--- src/cbf_pkg.sv ---
// Shared types, constants and the interpolation function of the Bezier flattener.
`default_nettype none
package cbf_pkg;

   typedef logic signed [15:0] coord_type;
   typedef logic [16:0]        tpar_type;
   typedef logic [17:0]        tacc_type;

   localparam tpar_type T_ONE      = 17'd65536;
   localparam tacc_type T_LIMIT    = 18'd65543;
   localparam tpar_type STEP_MIN   = 17'd1040;
   localparam tpar_type STEP_RESET = 17'd1310;

   // Declared high to low so that p0_x lands in the lowest bits.
   typedef struct packed {
      coord_type p3_y;
      coord_type p3_x;
      coord_type p2_y;
      coord_type p2_x;
      coord_type p1_y;
      coord_type p1_x;
      coord_type p0_y;
      coord_type p0_x;
   } seg_type;

   typedef struct packed {
      tpar_type step;
      seg_type  seg;
   } entry_type;

   typedef struct packed {
      logic      valid;
      entry_type entry;
   } queue_out_type;

   // Computes a + floor(t * (b - a) / 65536); the result stays between a and b.
   function automatic coord_type lerp(input coord_type a, input coord_type b,
                                      input tpar_type t);
      logic signed [16:0] diff;
      logic signed [34:0] prod;
      diff = 17'(signed'(b)) - 17'(signed'(a));
      prod = 35'(signed'({1'b0, t})) * 35'(diff);
      return a + coord_type'(prod[31:16]);
   endfunction

endpackage
`default_nettype wire

--- src/cbf_front.sv ---
// Front end: step register, segment intake and the two-entry segment queue.
`default_nettype none
module cbf_front (
   input  wire logic                  clock,
   input  wire logic                  reset,
   input  wire logic                  req_tvalid,
   output logic                       req_tready,
   input  wire cbf_pkg::seg_type      req_tdata,
   input  wire logic                  csr_wr_en,
   input  wire cbf_pkg::tpar_type     csr_wr_data,
   input  wire logic                  q_pop,
   output cbf_pkg::queue_out_type     q_out
);
   import cbf_pkg::*;

   tpar_type  step_ff;
   tpar_type  step_eff;
   entry_type entries_ff [2];
   logic      wr_ptr_ff, wr_ptr_in;
   logic      rd_ptr_ff, rd_ptr_in;
   logic [1:0] count_ff, count_in;
   logic      accept;

   assign req_tready = (count_ff != 2'd2);
   assign accept     = req_tvalid && req_tready;
   assign step_eff   = (step_ff < STEP_MIN) ? STEP_MIN : step_ff;

   assign q_out.valid = (count_ff != 2'd0);
   assign q_out.entry = entries_ff[rd_ptr_ff];

   always_comb begin
      wr_ptr_in = accept ? ~wr_ptr_ff : wr_ptr_ff;
      rd_ptr_in = q_pop ? ~rd_ptr_ff : rd_ptr_ff;
      count_in  = count_ff;
      case ({accept, q_pop})
         2'b10:   count_in = count_ff + 2'd1;
         2'b01:   count_in = count_ff - 2'd1;
         default: count_in = count_ff;
      endcase
   end

   always_ff @(posedge clock) begin
      if (reset) begin
         step_ff   <= STEP_RESET;
         wr_ptr_ff <= 1'b0;
         rd_ptr_ff <= 1'b0;
         count_ff  <= 2'd0;
      end else begin
         if (csr_wr_en) begin
            step_ff <= csr_wr_data;
         end
         wr_ptr_ff <= wr_ptr_in;
         rd_ptr_ff <= rd_ptr_in;
         count_ff  <= count_in;
      end
   end

   always_ff @(posedge clock) begin
      if (accept) begin
         entries_ff[wr_ptr_ff] <= '{step: step_eff, seg: req_tdata};
      end
   end

endmodule
`default_nettype wire

--- config.mk ---
export PLATFORM = sky130hd
export DESIGN_NAME = cbf_front
export DESIGN_NICKNAME = d
export VERILOG_FILES = /design/src/cbf_pkg.sv /design/src/cbf_front.sv
export SDC_FILE = /design/constraint.sdc
export NUM_CORES = 1
export LEC_CHECK = 0
export BUFFER_PORTS_ARGS = -buffer_cell sky130_fd_sc_hd__buf_2
export CAP_MARGIN = 15
export CELL_PAD_IN_SITES_DETAIL_PLACEMENT = 1
export CELL_PAD_IN_SITES_GLOBAL_PLACEMENT = 2
export CORE_ASPECT_RATIO = 1.4
export CORE_MARGIN = 1.5
export CORE_UTILIZATION = 30
export DETAILED_ROUTE_END_ITERATION = 8
export MAX_ROUTING_LAYER = met4
export PLACE_DENSITY_LB_ADDON = 0.1
export SYNTH_ARGS = -nofsm -noshare
export SYNTH_HDL_FRONTEND = slang
export SYNTH_SLANG_ARGS = --single-unit
--- constraint.sdc ---
create_clock -name clock -period 14.6 [get_ports clock]
set_input_delay 2.92 -clock clock [delete_from_list [all_inputs] [get_ports clock]]
set_output_delay 2.92 -clock clock [all_outputs]
set_load 0.005 [all_outputs]
==> out/summary.txt <==
Result of the run: complete, no violations
Pre-CTS WS: 8.986 ns
Post-synthesis mux area share: 15.61%
CP Class: reg -> out
Htree depth: 1
Fmax: 0.1637 GHz
Worst hold margin: 0.4676 ns
Largest family of logic cells by synthesized area: multiplexers
Final nets: 1012
Final worst slack: 8.491 ns
Syn-to-layout area delta: 25.96%
Die H: 233.9 um
# clock sinks: 312
Reg clk slew, reported paths: 0.06 ns
Final ANT Viol Nets: 0
Ys Warns: 0
CP required: 11.68 ns
CTS tree: done
Simple-gate share of the synthesized area: 1.698%
RSZ-0062 raised after global routing: false
Worst-Skew Late Latency: 0.56 ns
Most frequent cells in the layout: 296 x buf_2, 290 x edfxtp_1, 145 x mux2_2
Crit-path cells: buf_4 > mux2_2 > buf_2
Io pins: 297
Antenna violations before repair: 2
TritonRoute pass-1 iters: 4
Critical path startpoint category: flop
Post-route design area: 14390 um^2
FF-to-FF Start: count_ff[0]
Via count: 5973
CTS hold repair buffers: 0
Vias in the first global route: 6736
Post-CTS setup buffer count: 0
CORE AREA: 37520 um^2
Max-slew violation count: 0
Via density: 4.392
Worst Skew: 0.01101 ns
Worst min path class: reg -> reg
Fin. Hold Viols: 0
Dpl cell area: 13410 um^2
Die ar.: 39270 um^2
FP Rows: 84
Distinct cells, synth: 33
Longest Clk Path Bufs: 3
Setup TNS: 0 ns
Critical path buffer and inverter count: 2
Adder-Cell Fraction of Synth Area: 0.1096%
Fin crit share: 41.84%
CTS root buffer: clkbuf_16
DR DRC count: 0
HPWL Detailed: 18.00 mm
Cell count of the worst reg-to-reg path: 4
Die Wd: 167.9 um
# Max-Cap Violations: 0
Final GP Congestion: 0.7184
Critical Path AT: 3.19 ns
Setup crit end: q_out[87]
Pin count of the biggest net entering global routing: 79
Routed len/inst: 19.45 um
GRT Util Overall: 13.81%
Num CTS Buffers: 31
# port buffers: 296
Mean post-synth cell area: 20.62 um^2
Slowest stage delay, CP: 0.95 ns
CP max stage cell: dfxtp_4
Post-CTS Resized: 0
GRT overflow: 0
VDD IR max: 0.07544 mV
Maximum net fanout on the critical path: 78
Most common cell after layout, fill and taps aside: buf_2
Cells after synthesis: 554
WP depth: 3
Mapped Area: 11420 um^2
Pleak: 5.327 nW
Syn Nets: 705
Synth Area in Compound Gates: 1.041%
Max-slew headroom: 25.82%
Total wire length: 26.45 mm
Least-Margin Pin Slew: 1.113 ns
Crit path max-delay family: buffers and inverters
Min Tclk post-route: 6.109 ns
Post-synthesis sequential area ratio: 80.11%
Worst reg2reg path endpoint: entries_ff[0][51]
Crit. End Element: output port
R2R setup slack: 11.81 ns
First-pass GRT wire length: 39.94 mm
Fraction of layout cells with a size suffix above 1: 55.93%
Yosys reg bits: 312
XOR/XNOR Fraction of Synth Area: 0.2301%
Final setup viols: 0
Starting Density: 30.44%
Initial DRC count: 260
Power Dens Cells: 145.5 nW/um^2
==> Yosys cell counts <==
cell             n  share of area, %
or4_4            1             0.099
xnor2_1          2              0.15
o21ai_1          1             0.044
mux2i_1         15               1.3
or3_1            1             0.055
nor2b_1          6              0.33
or2_2            1             0.055
buf_2           18              0.79
a21o_1           1             0.066
inv_1            3             0.099
and3_1           1             0.055
a21bo_2          1             0.088
dfxtp_1         22               3.9
a211o_1          1             0.077
nand2b_1         1             0.055
a2111oi_4        1              0.24
ha_1             1              0.11
nand2_1          6              0.20
mux2_2         145                14
or4_1            1             0.066
o21ai_0          1             0.044
xor2_1           1             0.077
nor4_4           1              0.19
a21boi_0         4              0.26
a21oi_1          2             0.088
nand3b_1         1             0.066
nor4b_1          1             0.077
edfxtp_1       290                76
o211ai_1         1             0.066
o31ai_1          1             0.066
nor2_1          14              0.46
clkbuf_1         7              0.23
dlygate4sd3_1    1             0.088
==> flip-flops by register name, summed over array words and instances (netlist names), named ones only <==
name / flops
entries_ff: 290
step_ff: 17
count_ff: 2
rd_ptr_ff: 1
wr_ptr_ff: 1
==> stage by stage <==
step                std cells  total power [mW]  utilization (%)
floorplan                 554             1.245                -
global route             1360             2.188            38.34
detailed placement       1301             1.368            35.74
finish                   1360             2.093            38.34
CTS                      1358             2.139            38.33
global placement         1301             1.357            35.74
==> how the worst min path moves through the flow <==
stage	startpoint	end	slack, ns	cells past startpoint
after floorplan	step_ff[1]	step_ff[1]	0.43	2
after global placement	step_ff[3]	step_ff[3]	0.46	2
after detailed placement	step_ff[2]	step_ff[2]	0.46	2
after CTS	step_ff[2]	step_ff[2]	0.47	2
after global routing	step_ff[2]	step_ff[2]	0.51	2
final	step_ff[2]	step_ff[2]	0.47	2
==> cell type report <==
type                       instances  area, um^2
antenna                            2       5.005
clock buffer                      46       893.4
clock inverter                    11       76.32
fill                            3822       23130
inverter                           3       16.27
multi-input combinational        213        2140
sequential                       312        9153
tap                              473       591.8
timing repair buffer             300        1511
==> layer usage <==
metal	global-route usage (%)	vias up	share of wire, %
li1	-	2781	-
met1	14.37	2971	36
met2	25.10	191	55
met3	3.831	30	6.9
met4	4.645	0	2.1
met5	-	-	0
==> cells by family after synthesis <==
kind of cell,after synthesis
buffers and inverters,29
AO/OA/AOI/OAI,14
multiplexers,160
AND/OR/NAND/NOR,35
flip-flops,312
XOR/XNOR,3
adder cells (fa/ha/maj),1
==> worst register-to-register path: cells and delay by family (launching register included) <==
kind	cells	cell delay, ns
AND/OR/NAND/NOR	2	0.41
flip-flops	1	0.40
buffers and inverters	2	1.50
==> power by group <==
group | total [mW] | internal (mW) | switching (mW)
clock | 0.756 | 0.438 | 0.318
combinational | 0.240 | 0.114 | 0.126
sequential | 1.10 | 1.07 | 0.0271
Power figures use the tool's default switching activity.
